<file path="src/rtl/core/fcbm_pkg.sv">
// Shared types, codes and constants for the block chain manager.
`timescale 1ns / 1ps
`default_nettype none

package fcbm_pkg;

   // Link entry format
   localparam int LINK_W = 16;
   localparam logic [LINK_W-1:0] LINK_FREE = 16'hFFFF;
   localparam logic [LINK_W-1:0] LINK_END  = 16'hFFFE;

   localparam int NUM_BLOCKS_DEFAULT = 1024;

   // Request action codes
   typedef enum logic [2:0] {
      ACT_RESOLVE  = 3'd0,
      ACT_ALLOCATE = 3'd1,
      ACT_RELEASE  = 3'd2,
      ACT_READ     = 3'd3,
      ACT_WRITE    = 3'd4
   } action_type;

   // Response status codes
   typedef enum logic [2:0] {
      STS_OK        = 3'd0,
      STS_NOT_FOUND = 3'd1,
      STS_NO_SPACE  = 3'd2,
      STS_BAD_CHAIN = 3'd3,
      STS_BAD_INDEX = 3'd4
   } status_type;

   typedef struct packed {
      logic [2:0]        action;
      logic [LINK_W-1:0] chain_head;
      logic [LINK_W-1:0] logical_index;
      logic [LINK_W-1:0] table_index;
      logic [LINK_W-1:0] entry_value;
   } req_type;

   typedef struct packed {
      status_type        status;
      logic [LINK_W-1:0] block;
      logic [LINK_W-1:0] new_chain_head;
   } rsp_type;

   // Controller states
   typedef enum logic [3:0] {
      ST_CLEAR,
      ST_IDLE,
      ST_DECODE,
      ST_HEAD_SCAN,
      ST_WALK,
      ST_LINK_SCAN,
      ST_LINK_WRITE,
      ST_RELEASE,
      ST_READ,
      ST_DONE
   } state_type;

   // Datapath selects
   typedef enum logic [2:0] {
      PTR_HOLD,
      PTR_ZERO,
      PTR_INC,
      PTR_HEAD,
      PTR_TIDX,
      PTR_RDATA
   } ptr_sel_type;

   typedef enum logic [1:0] {
      CUR_HOLD,
      CUR_HEAD,
      CUR_PTR,
      CUR_RDATA
   } cur_sel_type;

   typedef enum logic [2:0] {
      WR_CLEAR,
      WR_PTR_END,
      WR_CUR_LINK,
      WR_CUR_FREE,
      WR_TIDX_VAL
   } wr_sel_type;

   typedef enum logic [1:0] {
      BLK_ZERO,
      BLK_CUR,
      BLK_RDATA
   } blk_sel_type;

   // Controller to datapath commands
   typedef struct packed {
      logic        capture;
      ptr_sel_type ptr_sel;
      cur_sel_type cur_sel;
      logic        step_clr;
      logic        step_inc;
      logic        seen_clr;
      logic        seen_inc;
      logic        nh_set;
      logic        wr_en;
      wr_sel_type  wr_sel;
      logic        res_load;
      status_type  res_status;
      blk_sel_type res_block;
      logic        res_head_end;
      logic        rsp_load;
   } cmd_type;

   // Datapath to controller status
   typedef struct packed {
      logic [2:0] action;
      logic       alloc;
      logic       head_is_end;
      logic       head_valid;
      logic       tidx_valid;
      logic       rd_is_free;
      logic       rd_is_end;
      logic       rd_valid;
      logic       ptr_last;
      logic       step_done;
      logic       cur_is_end;
      logic       cur_valid;
      logic       seen_over;
      logic       rsp_free;
   } sts_type;

endpackage

`default_nettype wire

</file>
<file path="src/rtl/core/fcbm_ctrl.sv">
// Controller: sequences clearing, chain walks, free scans and entry access.
`timescale 1ns / 1ps
`default_nettype none

module fcbm_ctrl (
   input  logic              clock,
   input  logic              reset,
   input  logic              req_valid,
   output logic              req_stall,
   input  fcbm_pkg::sts_type sts,
   output fcbm_pkg::cmd_type cmd
);
   import fcbm_pkg::*;

   state_type state_ff, state_in;

   // Next state
   always_comb begin
      state_in = state_ff;
      case (state_ff)
         ST_CLEAR: begin
            if (sts.ptr_last) state_in = ST_IDLE;
         end
         ST_IDLE: begin
            if (req_valid) state_in = ST_DECODE;
         end
         ST_DECODE: begin
            case (sts.action)
               ACT_RESOLVE, ACT_ALLOCATE: begin
                  if (sts.head_is_end) begin
                     state_in = sts.alloc ? ST_HEAD_SCAN : ST_DONE;
                  end else if (!sts.head_valid) begin
                     state_in = ST_DONE;
                  end else begin
                     state_in = ST_WALK;
                  end
               end
               ACT_RELEASE: state_in = ST_RELEASE;
               ACT_READ:    state_in = sts.tidx_valid ? ST_READ : ST_DONE;
               default:     state_in = ST_DONE;
            endcase
         end
         ST_HEAD_SCAN: begin
            if (sts.rd_is_free) begin
               state_in = ST_WALK;
            end else if (sts.ptr_last) begin
               state_in = ST_DONE;
            end
         end
         ST_WALK: begin
            if (sts.step_done) begin
               state_in = ST_DONE;
            end else if (sts.rd_is_end) begin
               state_in = sts.alloc ? ST_LINK_SCAN : ST_DONE;
            end else if (!sts.rd_valid) begin
               state_in = ST_DONE;
            end
         end
         ST_LINK_SCAN: begin
            if (sts.rd_is_free) begin
               state_in = ST_LINK_WRITE;
            end else if (sts.ptr_last) begin
               state_in = ST_DONE;
            end
         end
         ST_LINK_WRITE: state_in = ST_WALK;
         ST_RELEASE: begin
            if (sts.cur_is_end || !sts.cur_valid || sts.seen_over) state_in = ST_DONE;
         end
         ST_READ: state_in = ST_DONE;
         ST_DONE: begin
            if (sts.rsp_free) state_in = ST_IDLE;
         end
         default: state_in = ST_IDLE;
      endcase
   end

   // Command outputs
   always_comb begin
      cmd = '0;
      case (state_ff)
         ST_CLEAR: begin
            cmd.wr_en   = 1'b1;
            cmd.wr_sel  = WR_CLEAR;
            cmd.ptr_sel = PTR_INC;
         end
         ST_IDLE: begin
            cmd.capture = req_valid;
         end
         ST_DECODE: begin
            case (sts.action)
               ACT_RESOLVE, ACT_ALLOCATE: begin
                  if (sts.head_is_end) begin
                     if (sts.alloc) begin
                        cmd.ptr_sel = PTR_ZERO;
                     end else begin
                        cmd.res_load   = 1'b1;
                        cmd.res_status = STS_NOT_FOUND;
                     end
                  end else if (!sts.head_valid) begin
                     cmd.res_load   = 1'b1;
                     cmd.res_status = STS_BAD_CHAIN;
                  end else begin
                     cmd.cur_sel  = CUR_HEAD;
                     cmd.ptr_sel  = PTR_HEAD;
                     cmd.step_clr = 1'b1;
                  end
               end
               ACT_RELEASE: begin
                  cmd.cur_sel  = CUR_HEAD;
                  cmd.ptr_sel  = PTR_HEAD;
                  cmd.seen_clr = 1'b1;
               end
               ACT_READ: begin
                  if (sts.tidx_valid) begin
                     cmd.ptr_sel = PTR_TIDX;
                  end else begin
                     cmd.res_load   = 1'b1;
                     cmd.res_status = STS_BAD_INDEX;
                  end
               end
               ACT_WRITE: begin
                  cmd.res_load = 1'b1;
                  if (sts.tidx_valid) begin
                     cmd.wr_en      = 1'b1;
                     cmd.wr_sel     = WR_TIDX_VAL;
                     cmd.res_status = STS_OK;
                  end else begin
                     cmd.res_status = STS_BAD_INDEX;
                  end
               end
               default: begin
                  cmd.res_load   = 1'b1;
                  cmd.res_status = STS_BAD_INDEX;
               end
            endcase
         end
         ST_HEAD_SCAN: begin
            if (sts.rd_is_free) begin
               // lowest free entry becomes the new head
               cmd.wr_en    = 1'b1;
               cmd.wr_sel   = WR_PTR_END;
               cmd.cur_sel  = CUR_PTR;
               cmd.nh_set   = 1'b1;
               cmd.step_clr = 1'b1;
            end else if (sts.ptr_last) begin
               cmd.res_load   = 1'b1;
               cmd.res_status = STS_NO_SPACE;
            end else begin
               cmd.ptr_sel = PTR_INC;
            end
         end
         ST_WALK: begin
            if (sts.step_done) begin
               cmd.res_load   = 1'b1;
               cmd.res_status = STS_OK;
               cmd.res_block  = BLK_CUR;
            end else if (sts.rd_is_end) begin
               if (sts.alloc) begin
                  cmd.ptr_sel = PTR_ZERO;
               end else begin
                  cmd.res_load   = 1'b1;
                  cmd.res_status = STS_NOT_FOUND;
               end
            end else if (!sts.rd_valid) begin
               cmd.res_load   = 1'b1;
               cmd.res_status = STS_BAD_CHAIN;
            end else begin
               cmd.cur_sel  = CUR_RDATA;
               cmd.ptr_sel  = PTR_RDATA;
               cmd.step_inc = 1'b1;
            end
         end
         ST_LINK_SCAN: begin
            if (sts.rd_is_free) begin
               cmd.wr_en  = 1'b1;
               cmd.wr_sel = WR_PTR_END;
            end else if (sts.ptr_last) begin
               cmd.res_load   = 1'b1;
               cmd.res_status = STS_NO_SPACE;
            end else begin
               cmd.ptr_sel = PTR_INC;
            end
         end
         ST_LINK_WRITE: begin
            // hook the new block behind the old tail and step onto it
            cmd.wr_en    = 1'b1;
            cmd.wr_sel   = WR_CUR_LINK;
            cmd.cur_sel  = CUR_PTR;
            cmd.step_inc = 1'b1;
         end
         ST_RELEASE: begin
            if (sts.cur_is_end) begin
               cmd.res_load     = 1'b1;
               cmd.res_status   = STS_OK;
               cmd.res_head_end = 1'b1;
            end else if (!sts.cur_valid || sts.seen_over) begin
               cmd.res_load   = 1'b1;
               cmd.res_status = STS_BAD_CHAIN;
            end else begin
               cmd.wr_en    = 1'b1;
               cmd.wr_sel   = WR_CUR_FREE;
               cmd.seen_inc = 1'b1;
               cmd.cur_sel  = CUR_RDATA;
               cmd.ptr_sel  = PTR_RDATA;
            end
         end
         ST_READ: begin
            cmd.res_load   = 1'b1;
            cmd.res_status = STS_OK;
            cmd.res_block  = BLK_RDATA;
         end
         ST_DONE: begin
            cmd.rsp_load = sts.rsp_free;
         end
         default: begin
            cmd = '0;
         end
      endcase
   end

   always_ff @(posedge clock) begin
      if (reset) begin
         state_ff <= ST_CLEAR;
      end else begin
         state_ff <= state_in;
      end
   end

   assign req_stall = (state_ff != ST_IDLE);

   // Checks
   a_rsp_room: assert property (@(posedge clock) disable iff (reset)
      cmd.rsp_load |-> sts.rsp_free)
      else $error("response loaded while the output register is occupied");

   a_capture_decode: assert property (@(posedge clock) disable iff (reset)
      cmd.capture |=> (state_ff == ST_DECODE))
      else $error("captured transaction not decoded");

   a_clear_after_reset: assert property (@(posedge clock) disable iff (reset)
      ((state_ff == ST_CLEAR) && ($past(state_ff) != ST_CLEAR)) |-> $past(reset))
      else $error("clearing pass entered without reset");

endmodule

`default_nettype wire

</file>
<file path="config.mk">
export PLATFORM = sky130hd
export DESIGN_NAME = fcbm_ctrl
export DESIGN_NICKNAME = d
export VERILOG_FILES = /design/src/rtl/core/fcbm_pkg.sv /design/src/rtl/core/fcbm_ctrl.sv
export SDC_FILE = /design/constraint.sdc
export NUM_CORES = 1
export LEC_CHECK = 0
export ABC_AREA = 1
export BUFFER_PORTS_ARGS = -buffer_cell sky130_fd_sc_hd__buf_2
export CORE_ASPECT_RATIO = 1.5
export CORE_UTILIZATION = 31
export CTS_BUF_LIST = sky130_fd_sc_hd__clkbuf_8
export DETAILED_ROUTE_END_ITERATION = 6
export PLACE_DENSITY = 0.56
export SLEW_MARGIN = 20
export SYNTH_ARGS = -nofsm -noshare
export SYNTH_HDL_FRONTEND = slang
export SYNTH_SLANG_ARGS = --single-unit
</file>
<file path="constraint.sdc">
create_clock -name clock -period 2.6 [get_ports clock]
set_clock_uncertainty 0.2 [all_clocks]
set_input_delay 0.26 -clock clock [delete_from_list [all_inputs] [get_ports clock]]
set_output_delay 0.26 -clock clock [all_outputs]
set_load 0.01 [all_outputs]
</file>
==> metrics <==
vias per cell between 5 and 6; multi-input gate area in the final layout a little under 600 µm²; vias in the first global route ~1000; # diodes 0; CTS tree yes; Fillers 262; post-route clock period utilization 0.7680; required time worst endpoint around 2100 ps; I/O pin cnt 43; max reg flops 4; crit path launch state_ff[1]$_SDFFE_PP0P_; number of buffers created by CTS 3; PwrDens around 550 nW/µm²; critical path arrival ~1500 ps; worst slack, placed 826.4 ps; post-route ant nets 0; fin cells around 220; Finished Core Util 0.4587; biggest area consumer among synthesized cells nand2_1; number of synthesized register bits 4; fin. max-slew vios 0; GRT Total Usage 0.2144; CTS hold repair buffers 0; Setup crit start kind flop; Leakage 0.6955 nW; die area 2685 µm²; Rows 21; CP endpoint kind output pin; First-pass DRT Iterations 4; crit path to cmd[19]; wire length per cell ~13 µm; largest net degree at the start of global routing 10; PnR Total Power 0.0005782 W; status completed; first-pass GRT wire length 4457 µm; Synth area leaders nand2_1 (20%), nand3_1 (12%), inv_1 (11%); Die Y roughly 63 µm; final net count ~210; DRT iter0 DRCs 20; PnR worst setup slack between 600 and 700 ps; layout cells sized above 1 0.3438; Synth Cell Area 768.2 µm²; post-CTS setup repair buffer count 0; Reg clk slew, reported paths 30 ps; Max clock buf depth 2; dpl hpwl 2349 µm; Worst R2R Path Depth 7; WL final 2697 µm; vias 1121; RSZ-0062 raised after global routing false; Sum Neg Setup Slack 0 ps; CP Max Fanout 9; GPL Wtd Cong roughly 1; Root Driver clkbuf_8; Critical Path, Cell by Cell nand2_1 -> nor2_4 -> inv_1 -> o2111ai_1 -> buf_2; Post-Synthesis Cells between 100 and 150; most frequent cell after synthesis nand2_1; Synth Net Count 166; PortBufs 42; clk sinks 4; H-tree depth 1; final hold vios 0; DRC Markers 0; Starting Density 0.3361; FF-to-FF setup slack 1050 ps; Largest Register state_ff; share of the synthesized area in the top cell type 0.2003; Final setup viols 0; Synth cell types 22; Slew @ Worst Pin between 300 and 400 ps; Slew headroom 0.7471; total core area between 2000 and 2500 µm²; CP peak stage delay between 400 and 500 ps; post-cts resize count 0; main flop type after synthesis dfxtp_1; most frequent cells after synthesis nand2_1 (41), inv_1 (22), nor2_1 (20), nand3_1 (19), nand2_2 (6); maximum vdd ir drop 396.2 µV; number of synthesized flops with an enable pin 0; Post-synth ARST share 0; Synth Area per Inst about 5.2 µm²; Regs by FF count state_ff x4; CP Class reg2out; critical path's slowest cell dfxtp_1; gr ovfl total 0; Syn. warnings 0; register area share after synthesis 0.1042; P&R area growth vs syn 36.48%; final worst path period need 1997 ps; initial antenna violation count 0; Reg area approximately 80 µm²; f_max 0.5008 GHz; clock insertion delay at the later pin of the skew report between 200 and 250 ps; Cell Count Post-Placement about 210; Hold WC Path Type in2reg; capture point of the worst reg-to-reg path state_ff[0]$_SDFFE_PP0P_; RR Startpoint state_ff[0]$_SDFFE_PP0P_; maxcap violations 0; Die X-Extent about 43 µm
-- metrics by stage --
stage / hold WS (ps) / area, µm²
after global routing: 57.36 / 1049
final: 44.37 / 1049
after CTS: 37.06 / 1049
after floorplan: 122.4 / 768.2
after detailed placement: 271.5 / 1007
after global placement: 282.0 / 1007
-- routing by layer --
layer,global-route usage,vias to the layer above,wire [µm]
met1,0.2160,508,994
li1,-,567,-
met2,0.4091,37,1527
met4,0.1133,0,85
met5,0,-,0
met3,0.01734,9,90
-- cell usage in the layout (no fill, tap or decap) --
cell type	synthesis	routed
nor3_1	2	2
a221oi_2	1	1
nand3_1	19	19
inv_1	22	22
nor2_1	20	20
o31ai_1	1	1
nand3_2	2	2
nor2_4	1	1
nand2_4	2	2
o211ai_1	1	1
dfxtp_1	4	4
nand4_1	5	5
nand3b_1	1	1
nand2_2	6	6
o21bai_1	1	1
inv_2	3	3
a21oi_1	3	3
clkbuf_8	0	3
a21oi_2	1	1
nor2_2	5	5
o21ai_0	4	4
o2111ai_1	2	2
buf_2	0	42
nand2_1	41	41
-- worst min path at each step --
stage	start	endpoint	slack, ps	cells past startpoint
finish	reset	state_ff[3]$_SDFFE_PP0P_	40	2
global route	reset	state_ff[3]$_SDFFE_PP0P_	60	2
CTS	reset	state_ff[3]$_SDFFE_PP0P_	40	2
detailed placement	reset	state_ff[3]$_SDFFE_PP0P_	270	2
global placement	reset	state_ff[3]$_SDFFE_PP0P_	280	2
floorplan	reset	state_ff[3]$_SDFFE_PP0P_	120	1
-- logic make-up after synthesis --
kind of cell,share of synthesized area
and+or+nand+nor,0.6450
buffers and inverters,0.1221
AOI/OAI and AO/OA,0.1287
DFF,0.1042
-- critical path: cells and delay by family, from the launching register on --
family                 cells  cell delay [ps]
flip-flops                 1              440
AND/OR/NAND/NOR            2              370
buffers and inverters      2              300
AO/OA/AOI/OAI              1              200
-- area by class of cell --
cell class,count,area share
clock buffers,3,0.03938
inverters,25,0.08950
multi-input cells,118,0.5668
flip-flops and latches,4,0.07637
well taps,23,0.02745
repair buffers,42,0.2005
-- power breakdown --
group	internal, W	total, W	switching [W]	leakage [nW]
Sequential	0.0000760	0.0000972	0.0000212	0.0327
Clock	0.0000989	0.000134	0.0000355	0.0216
Combinational	0.000122	0.000347	0.000225	0.641
Total	0.000297	0.000578	0.000281	0.696
No activity file was read; power rests on OpenSTA's default activity.
